===== src/design/ktp_pkg.sv =====
`timescale 1ns / 1ps
`default_nettype none
package ktp_pkg;

  localparam int NODES_DEF  = 1024;
  localparam int LEVELS_DEF = 10;

  typedef logic [9:0]  node_t;
  typedef logic [3:0]  lvl_t;
  typedef logic [10:0] step_t;

  localparam node_t DEPTH_MAX = 10'd1023;

  // action codes of an input transaction
  localparam logic ACT_LOAD  = 1'b0;
  localparam logic ACT_QUERY = 1'b1;

  typedef struct packed {
    logic  action;
    node_t node;
    node_t parent_node;
    node_t target_node;
    step_t step;
  } in_item_t;

  typedef struct packed {
    logic  found;
    node_t result_node;
  } out_item_t;

  // table access request from the sequencer
  typedef struct packed {
    logic  dep_we;
    node_t dep_wnode;
    node_t dep_wdata;
    node_t dep_rnode;
    logic  anc_we;
    node_t anc_wnode;
    lvl_t  anc_wlvl;
    node_t anc_wdata;
    node_t anc_anode;
    lvl_t  anc_alvl;
    node_t anc_bnode;
    lvl_t  anc_blvl;
  } mem_req_t;

  // registered read data, valid in the cycle after the request
  typedef struct packed {
    node_t dep_rdata;
    node_t anc_adata;
    node_t anc_bdata;
  } mem_rsp_t;

endpackage
`default_nettype wire


===== src/design/ktp_ctrl.sv =====
`timescale 1ns / 1ps
`default_nettype none
module ktp_ctrl #(
  parameter int NODES  = 1024,
  parameter int LEVELS = 10
) (
  input  wire logic               clk,
  input  wire logic               rst_n,
  input  wire logic               in_valid,
  output logic                    in_ready,
  input  wire ktp_pkg::in_item_t  in_data,
  output logic                    out_valid,
  input  wire logic               out_ready,
  output ktp_pkg::out_item_t      out_data,
  output ktp_pkg::mem_req_t       req,
  input  wire ktp_pkg::mem_rsp_t  rsp
);
  import ktp_pkg::*;

  localparam int LW = $clog2(LEVELS);
  localparam logic [LW-1:0] LTOP = LW'(LEVELS - 1);
  localparam logic [16:0] NODES_W = 17'(NODES);

  typedef enum logic [3:0] {
    S_IDLE, S_LD_DEP, S_LD_RD, S_LD_WR, S_Q_DU, S_Q_DV, S_CL_RD, S_CL_WR,
    S_LC_RD, S_LC_CMP, S_LC_TOP, S_LC_TOP2, S_Q_RDL, S_Q_DL, S_OUT
  } state_t;

  typedef enum logic {PH_ALIGN, PH_KTH} phase_t;

  state_t            state_r;
  phase_t            phase_r;
  logic [LW-1:0]     lvl_r;
  node_t             u_r, v_r, nn_r, a_r, b_r, c_r, l_r, du_r, dv_r, res_r;
  step_t             k_r;
  logic signed [12:0] rem_r;
  logic              found_r;
  out_item_t         out_r;
  logic              out_valid_r;

  logic              acc;
  logic              u_ok, v_ok;
  node_t             par_eff;
  logic [16:0]       w_big;
  logic              take;
  node_t             c_fin;
  node_t             dep_inc;
  logic signed [12:0] dul, dvl, tot, ks;

  assign in_ready  = (state_r == S_IDLE);
  assign acc       = in_valid && in_ready;
  assign out_valid = out_valid_r;
  assign out_data  = out_r;

  // input checks
  assign u_ok    = (in_data.node != '0) && ({7'b0, in_data.node} < NODES_W);
  assign v_ok    = (in_data.target_node != '0) &&
                   ({7'b0, in_data.target_node} < NODES_W);
  assign par_eff = ({7'b0, in_data.parent_node} < NODES_W) ? in_data.parent_node : '0;

  // binary step decision for the climb
  assign w_big = 17'(1) << lvl_r;
  assign take  = ({4'b0, rem_r} >= w_big);
  assign c_fin = (state_r == S_CL_WR) ? rsp.anc_adata : c_r;

  assign dep_inc = (rsp.dep_rdata == DEPTH_MAX) ? DEPTH_MAX : rsp.dep_rdata + 10'd1;

  // path lengths after the lca depth is known
  assign dul = $signed({3'b0, du_r}) - $signed({3'b0, rsp.dep_rdata});
  assign dvl = $signed({3'b0, dv_r}) - $signed({3'b0, rsp.dep_rdata});
  assign tot = dul + dvl;
  assign ks  = $signed({2'b0, k_r});

  // table requests
  always_comb begin
    req = '0;
    unique case (state_r)
      S_IDLE: begin
        if (acc) begin
          req.dep_rnode = (in_data.action == ACT_LOAD) ? par_eff : in_data.node;
        end
      end
      S_LD_DEP: begin
        req.dep_we    = 1'b1;
        req.dep_wnode = nn_r;
        req.dep_wdata = (c_r == '0) ? '0 : dep_inc;
        req.anc_we    = 1'b1;
        req.anc_wnode = nn_r;
        req.anc_wlvl  = '0;
        req.anc_wdata = c_r;
      end
      S_LD_RD: begin
        req.anc_anode = c_r;
        req.anc_alvl  = lvl_t'(lvl_r - LW'(1));
      end
      S_LD_WR: begin
        req.anc_we    = 1'b1;
        req.anc_wnode = nn_r;
        req.anc_wlvl  = lvl_t'(lvl_r);
        req.anc_wdata = rsp.anc_adata;
      end
      S_Q_DU: req.dep_rnode = v_r;
      S_CL_RD: begin
        req.anc_anode = c_r;
        req.anc_alvl  = lvl_t'(lvl_r);
      end
      S_LC_RD: begin
        req.anc_anode = a_r;
        req.anc_alvl  = lvl_t'(lvl_r);
        req.anc_bnode = b_r;
        req.anc_blvl  = lvl_t'(lvl_r);
      end
      S_LC_TOP: req.anc_anode = a_r;
      S_Q_RDL:  req.dep_rnode = l_r;
      default: ;
    endcase
  end

  // sequencer and result register
  always_ff @(posedge clk) begin
    if (!rst_n) begin
      state_r     <= S_IDLE;
      out_valid_r <= 1'b0;
      phase_r     <= PH_ALIGN;
      lvl_r       <= '0;
    end else begin
      // result register drains when taken, unless a new result replaces it
      if (out_valid_r && out_ready && state_r != S_OUT) begin
        out_valid_r <= 1'b0;
      end
      unique case (state_r)
        S_IDLE: begin
          if (acc) begin
            u_r <= in_data.node;
            v_r <= in_data.target_node;
            k_r <= in_data.step - step_t'(1);
            nn_r <= in_data.node;
            c_r  <= par_eff;
            if (in_data.action == ACT_LOAD) begin
              if (u_ok) state_r <= S_LD_DEP;
            end else if (u_ok && v_ok && in_data.step != '0) begin
              state_r <= S_Q_DU;
            end else begin
              found_r <= 1'b0;
              res_r   <= '0;
              state_r <= S_OUT;
            end
          end
        end
        S_LD_DEP: begin
          lvl_r   <= LW'(1);
          state_r <= S_LD_RD;
        end
        S_LD_RD: state_r <= S_LD_WR;
        S_LD_WR: begin
          c_r <= rsp.anc_adata;
          if (lvl_r == LTOP) begin
            state_r <= S_IDLE;
          end else begin
            lvl_r   <= lvl_r + LW'(1);
            state_r <= S_LD_RD;
          end
        end
        S_Q_DU: begin
          du_r    <= rsp.dep_rdata;
          state_r <= S_Q_DV;
        end
        S_Q_DV: begin
          dv_r    <= rsp.dep_rdata;
          phase_r <= PH_ALIGN;
          lvl_r   <= LTOP;
          state_r <= S_CL_RD;
          if (du_r < rsp.dep_rdata) begin
            c_r   <= v_r;
            b_r   <= u_r;
            rem_r <= 13'(rsp.dep_rdata - du_r);
          end else begin
            c_r   <= u_r;
            b_r   <= v_r;
            rem_r <= 13'(du_r - rsp.dep_rdata);
          end
        end
        S_CL_RD, S_CL_WR: begin
          if (state_r == S_CL_RD && take) begin
            state_r <= S_CL_WR;
          end else begin
            if (state_r == S_CL_WR) begin
              c_r   <= rsp.anc_adata;
              rem_r <= rem_r - $signed(13'(w_big));
            end
            if (lvl_r != '0) begin
              lvl_r   <= lvl_r - LW'(1);
              state_r <= S_CL_RD;
            end else if (phase_r == PH_KTH) begin
              found_r <= 1'b1;
              res_r   <= c_fin;
              state_r <= S_OUT;
            end else begin
              a_r <= c_fin;
              if (c_fin == b_r) begin
                l_r     <= c_fin;
                state_r <= S_Q_RDL;
              end else begin
                lvl_r   <= LTOP;
                state_r <= S_LC_RD;
              end
            end
          end
        end
        S_LC_RD: state_r <= S_LC_CMP;
        S_LC_CMP: begin
          if (rsp.anc_adata != rsp.anc_bdata) begin
            a_r <= rsp.anc_adata;
            b_r <= rsp.anc_bdata;
          end
          if (lvl_r == '0) begin
            state_r <= S_LC_TOP;
          end else begin
            lvl_r   <= lvl_r - LW'(1);
            state_r <= S_LC_RD;
          end
        end
        S_LC_TOP: state_r <= S_LC_TOP2;
        S_LC_TOP2: begin
          l_r     <= rsp.anc_adata;
          state_r <= S_Q_RDL;
        end
        S_Q_RDL: state_r <= S_Q_DL;
        S_Q_DL: begin
          if (ks > tot) begin
            found_r <= 1'b0;
            res_r   <= '0;
            state_r <= S_OUT;
          end else begin
            phase_r <= PH_KTH;
            lvl_r   <= LTOP;
            state_r <= S_CL_RD;
            if (ks <= dul) begin
              c_r   <= u_r;
              rem_r <= ks;
            end else begin
              c_r   <= v_r;
              rem_r <= tot - ks;
            end
          end
        end
        S_OUT: begin
          if (!out_valid_r || out_ready) begin
            out_r       <= '{found: found_r, result_node: res_r};
            out_valid_r <= 1'b1;
            state_r     <= S_IDLE;
          end
        end
        default: state_r <= S_IDLE;
      endcase
    end
  end

  // tables are only written while a load transaction runs
  a_wr_only_load: assert property (@(posedge clk) disable iff (!rst_n)
    (req.dep_we || req.anc_we) |-> (state_r == S_LD_DEP || state_r == S_LD_WR))
    else $error("table write outside a load");

  // a load never produces a result
  a_load_silent: assert property (@(posedge clk) disable iff (!rst_n)
    (acc && in_data.action == ACT_LOAD && !out_valid_r) |=> !out_valid_r)
    else $error("load produced a result");

  // a held result is never overwritten
  a_out_hold: assert property (@(posedge clk) disable iff (!rst_n)
    (out_valid_r && !out_ready) |=> (out_valid_r && $stable(out_r)))
    else $error("pending result lost");

  // level counter stays inside the table row
  a_lvl_range: assert property (@(posedge clk) disable iff (!rst_n)
    (state_r != S_IDLE) |-> (lvl_r <= LTOP))
    else $error("level index out of range");

endmodule
`default_nettype wire

===== config.mk =====
export PLATFORM = sky130hd
export DESIGN_NAME = ktp_ctrl
export DESIGN_NICKNAME = d
export VERILOG_FILES = /design/src/design/ktp_pkg.sv /design/src/design/ktp_ctrl.sv
export SDC_FILE = /design/constraint.sdc
export NUM_CORES = 1
export LEC_CHECK = 0
export BUFFER_PORTS_ARGS = -buffer_cell sky130_fd_sc_hd__buf_4
export CORE_MARGIN = 1
export CORE_UTILIZATION = 50
export DETAILED_ROUTE_END_ITERATION = 10
export GPL_TIMING_DRIVEN = 0
export HOLD_SLACK_MARGIN = 0.06
export PLACE_DENSITY = 0.73
export RECOVER_POWER = 25
export SYNTH_ARGS = -nofsm -noshare
export SYNTH_HDL_FRONTEND = slang
export SYNTH_SLANG_ARGS = --single-unit

===== constraint.sdc =====
create_clock -name clk -period 12.6 [get_ports clk]
set_input_delay 0.63 -clock clk [delete_from_list [all_inputs] [get_ports clk]]
set_output_delay 0.63 -clock clk [all_outputs]
set_load 0.01 [all_outputs]

# --- After elaboration in Yosys (flattened, before gate mapping) ---
# Index checks and enable logic that the tools add are counted.
word_totals:
  reg_bits: 136
  wordCells: 189
  out_inout_bits: 97
  inputBits: 76
classes:
  eq_ne: 37
  n_mux: 78
  n_addsub: 11
  shifts: 1
  n_reduce_logical: 40
  n_lt_le_gt_ge: 4
op_table:
  columns: ["cell", "n"]
  rows:
  - ["2-to-1 mux 10 bit", 27]
  - ["one-hot mux 10 bit (2 select lines)", 4]
  - ["2-to-1 mux 13 bit", 5]
  - ["2-to-1 mux 4 bit", 15]
  - ["one-hot mux 10 bit (3 select lines)", 2]
  - ["one-hot mux 4 bit (14 select lines)", 1]
  - ["one-hot mux 10 bit (5 select lines)", 1]
  - ["one-hot mux 25 bit (2 select lines)", 1]
  - ["subtractor 10 x 10 -> 11 bit", 4]
  - ["one-hot mux 13 bit (3 select lines)", 1]
  - ["equality test 4 bit, second input constant", 8]
  - ["!= test 2 bit, second input constant", 13]
  - ["one-hot mux 4 bit (6 select lines)", 1]
  - ["2-to-1 mux 21 bit", 1]
  - ["nonzero test 10 bit", 2]
  - ["greater-or-equal comparator 13 x 17 -> 1 bit", 1]
  - ["<< shifter 1 x 4 -> 17 bit, first input constant", 1]
  - ["equality test 4 x 3 -> 1 bit, second input constant", 4]
  - ["2-to-1 mux 14 bit", 1]
  - ["subtractor 12 x 12 -> 13 bit", 1]
  - ["subtractor 13 bit", 1]
  - ["adder 11 x 11 -> 12 bit", 1]
  - ["greater-than comparator 12 bit", 1]
  - ["less-or-equal comparator 12 x 11 -> 1 bit", 1]
  - ["38 further kinds", 73]

# --- Depth between registers and ports, before layout ---
logic_depth:
  depth_word: 8
  ltp_mapped: 21
  ltp_nobuf: 21

# --- Least setup slack after synthesis ---
# Ideal clock, no wire load.
synth_timing:
  path_kind: "input to register"
  start: "input rsp[20] in the netlist's numbering"
  end: "register rem_r[0], enable pin"
  n_path_buf: 0
  required_ps: 12202
  arrival_time_ps: 5172
  path_stages: 19
  setup_ps: 398
  path_slack_ps: 7031
  cell_sequence: "ha_1 -> fa_1 -> and2b_4 -> o22ai_2 -> xor2_1 -> inv_2 -> ha_1 -> a21oi_1 -> o21a_1 -> o31ai_1 -> a21oi_1 -> xnor2_1 -> ha_1 -> nand3_1 -> o21ai_0 -> a21oi_1 -> a311oi_2 -> nor2_1 -> a2111oi_2"
synth_between:
  elab_chain_len: 5
  elab_cells_between_ends: 6
  classes_between: "add/sub: 3; order compare: 1; eq/ne: 1; reduce/logical: 1"
synth_rtl:
  columns: ["item", "line_no", "rtl"]
  rows:
  - ["from (decl)", "ktp_ctrl.sv:16", "input wire ktp_pkg::mem_rsp_t rsp"]
  - ["subtractor 10 x 10 -> 11 bit, on equally long branches", "ktp_ctrl.sv:69, ktp_ctrl.sv:70", null]
  - ["adder 11 x 11 -> 12 bit *", "ktp_ctrl.sv:71", "assign tot = dul + dvl;"]
  - ["greater-than comparator 12 bit *", "ktp_ctrl.sv:230", "if (ks > tot) begin"]
  - ["!= test 2 bit (no line) *", null, null]
  - ["AND reduction 5 bit (no line) *", null, null]
  - ["to (signal assigned)", "ktp_ctrl.sv:176", "rem_r <= 13'(rsp.dep_rdata - du_r);"]
  - ["to (signal assigned)", "ktp_ctrl.sv:240", "rem_r <= ks;"]
  - ["to (signal assigned)", "ktp_ctrl.sv:243", "rem_r <= tot - ks;"]
  - ["to (decl)", "ktp_ctrl.sv:36", "logic signed [12:0] rem_r;"]
# Mark *: on every way between the ends. The rest lies on a longest branch, timed or not.
# A chain may end at the register's enable or synchronous reset.

# --- Final worst setup path ---
layout_timing:
  start: "input rsp[20] in the netlist's numbering"
  end: "register rem_r[9], enable pin"
# The elaborated chain is that of the path after synthesis.

==> reports/results.tsv <==
stage	metric	value	unit
critical_path	rr_startpoint	du_r[0]$_DFFE_PP_	
clock_tree	cts_sinks	136	
yosys	synth_fp_nets	1343	
routing	drt_iter0_markers	1091	
timing	fin_skew	0.0203	ns
clock_tree	cts_max_level	4	
yosys	synth.top_cells.by_area	edfxtp_1 (34%), ha_1 (8.9%), xnor2_1 (4.5%), nand2_1 (3.4%), a21oi_1 (3.3%)	
routing	antenna_left	0	
floorplanning	initial_core_util	0.509	
critical_path	crit_fanout	13	
placed_design	post-dp-hpwl	27.8	mm
placed_design	dp.cells	1630	
pwr	p_switching	695	uW
yosys	yosys.area.top_type	edfxtp_1	
job	cap_violations	0	
yosys	post-synth-top-count-cell	edfxtp_1	
yosys	synth-async-reset-ratio	0	
routing	drcViolationCount	0	
placed_design	globalplace.congestion	1.01	
clock_tree	clock_latency	0.44	ns
yosys	ys_ff_latch	136	
global_routing	grt_overflow	0	
timing	setup_tns	0	ns
final_layout	fin_nets	1531	
clock_tree	cts_setup_buffers	0	
yosys	synth_edf_count	126	
critical_path	crit_start	rsp[20]	
final_layout	drive_gt1_frac	0.158	
global_routing	antenna_found_initial	1	
timing	max_freq	167	MHz
worst_hold_path	min_from	in_data[12]	
clock_tree	numCtsBuffers	17	
critical_path	critical_path.max_stage_delay	0.82	ns
pwr	clkPwrFrac	0.272	
routing	route.vias.total	10181	
run_status	status	finished, final reports clean	
timing	fin_crit	5.97	ns
global_routing	grt_use_total	0.312	
pwr	p_int	1090	uW
yosys	yosys.area.top_type_share	0.342	
floorplanning	die_y	151	microns
global_routing	grt_max_degree	32	
critical_path	critPathKind	input port to register	
placed_design	place_area	12700	sq um
floorplanning	rows	54	
yosys	syn-cell-area	11100	sq um
routing	vias_per_cell	6.12	
yosys	synthTopCellsByCount	edfxtp_1 (126), nand2_1 (100), inv_1 (80)	
timing	setup_viol	0	
global_routing	grt_pass1_vias	9392	
floorplanning	core	21800	sq um
critical_path	cp.required	12.66	ns
worst_hold_path	hold_path.class	input port to register	
timing	final_hold_viol_count	0	
routing	drtPass1Iterations	6	
clock_tree	cts_tree	done	
timing	maxSlewViolCount	0	
final_layout	stdcell_area	13100	sq um
placed_design	io_buffers	167	
yosys	ys.flop_type	edfxtp_1	
global_routing	grt_pass1_wl	52.9	mm
timing	worst_slew_pin_slew	1.34	ns
yosys	synth-seq-area-share	0.360	
timing	final.period_utilization	0.474	
critical_path	cp-end-kind	register	
pwr	powerDensity	136	nW/um^2
yosys	syn_avg_cell_area	9.36	sq um
final_layout	stdcell_count	1664	
timing	slew_headroom	0.0962	
routing	totalWireLength	35.2	mm
final_layout	area_growth	18.6	%
clock_tree	ctsRootBufferMaster	clkbuf_16	
clock_tree	post_cts_resized	0	
pwr	power_frac_comb	0.420	
yosys	synthCells	1182	
pwr	seqPwrFrac	0.309	
clock_tree	clk_path_buf_depth	2	
pwr	ir_drop	101	uV
timing	grt_setup_unrepaired	false	
yosys	ys_types	88	
floorplanning	ios	173	
pwr	p_leak	0.00538	uW
clock_tree	cts.clk_slew.worst_paths	0.07	ns
critical_path	path_cells	clkbuf_1, ha_1, fa_1, and2b_4, o22ai_2, xor2_1, inv_2, ha_1, a21oi_1, o21a_1, o31ai_1, a21oi_1, xnor2_1, ha_1, nand3_1, o21ai_0, a21oi_1, a311oi_2, nor2_1, a2111oi_4	
pwr	p_sw_frac	0.389	
routing	wire_per_inst	21.1	microns
critical_path	crit_path_top_delay_cell	a2111oi_4	
floorplanning	die_x	151	microns
critical_path	worstSetupStartpointType	input port	
yosys	yosysWarnings	0	
critical_path	critPathArrivalTime	6.03	ns
clock_tree	cts_hold_buf	0	
pwr	total_power	1790	uW
floorplanning	die_area	22700	sq um
==> metrics by stage <==
step                 util  hold slack [ns]  setup WS [ns]
finish              0.603            0.393           6.63
global route        0.603            0.387           6.24
CTS                 0.610            0.362           6.37
detailed placement  0.584            0.405           6.01
global placement    0.582            0.403           5.97
floorplan               -            0.400           7.03
==> cell usage in the layout (no fill, tap or decap), types with 35 or more instances in the layout <==
cell and n:
a21oi_1 72, buf_4 125, clkbuf_1 82, edfxtp_1 126, ha_1 79, inv_1 80, nand2_1 100, nor2_1 68
o21ai_0 70, xnor2_1 57, xor2_1 35
==> final timing paths <==
| check | slack (ns) | depth (start not counted) | end |
|---|---|---|---|
| worst min register to register | 0.42 | 0 | out_data[4]$_DFFE_PP_ |
| worst min-delay path | 0.39 | 1 | v_r[1]$_DFFE_PP_ |
| worst max register to register | 6.64 | 20 | rem_r[9]$_DFFE_PP_ |
| worst max-delay path | 6.63 | 20 | rem_r[9]$_DFFE_PP_ |
==> cell type report <==
type / instances / area [sq um]
clock buffers: 17 / 425
repair buffers: 169 / 1110
diodes: 1 / 2.50
fillers: 1896 / 8630
inverters: 83 / 312
well taps: 280 / 350
clock inverters: 15 / 134
flip-flops and latches: 136 / 3980
plain buffers: 60 / 260
multi-input cells: 903 / 6540
==> sequential cells by signal, indices dropped and copies added, names as in the netlist, 10 cells and up <==
| register | cells |
|---|---|
| v_r | 10 |
| res_r | 10 |
| du_r | 10 |
| nn_r | 10 |
| out_data | 11 |
| c_r | 10 |
| a_r | 10 |
| dv_r | 10 |
| rem_r | 13 |
| b_r | 10 |
| l_r | 10 |
| k_r | 11 |
==> critical path, delay by kind of cell <==
kind	cells	cell delay, ns
AOI/OAI and AO/OA	9	2.57
buffers and inverters	2	0.26
and+or+nand+nor	3	0.68
adders and majority gates	4	1.43
xor gates and xnor gates	2	0.44
==> metal layers <==
layer	GRT usage	routed length [microns]	up-vias
li1	-	-	4736
met1	0.448	15600	4827
met2	0.458	15300	548
met3	0.0706	3330	70
met4	0.111	1040	0
met5	0	0	-
==> power by group through the flow <==
stage / logic, uW / registers, uW / clock network [uW]
after floorplan: 518 / 550 / 0
after global placement: 725 / 560 / 0
after detailed placement: 735 / 561 / 0
after CTS: 741 / 551 / 486
after global routing: 822 / 554 / 506
final: 751 / 552 / 486
==> kinds of logic after synthesis <==
family / share of synthesized area
DFF: 0.360
adders and majority gates: 0.100
muxes: 0.0456
AOI/OAI and AO/OA: 0.205
and+or+nand+nor: 0.161
xor gates and xnor gates: 0.0768
buffers and inverters: 0.0517
(Power assumes the default switching activity.)
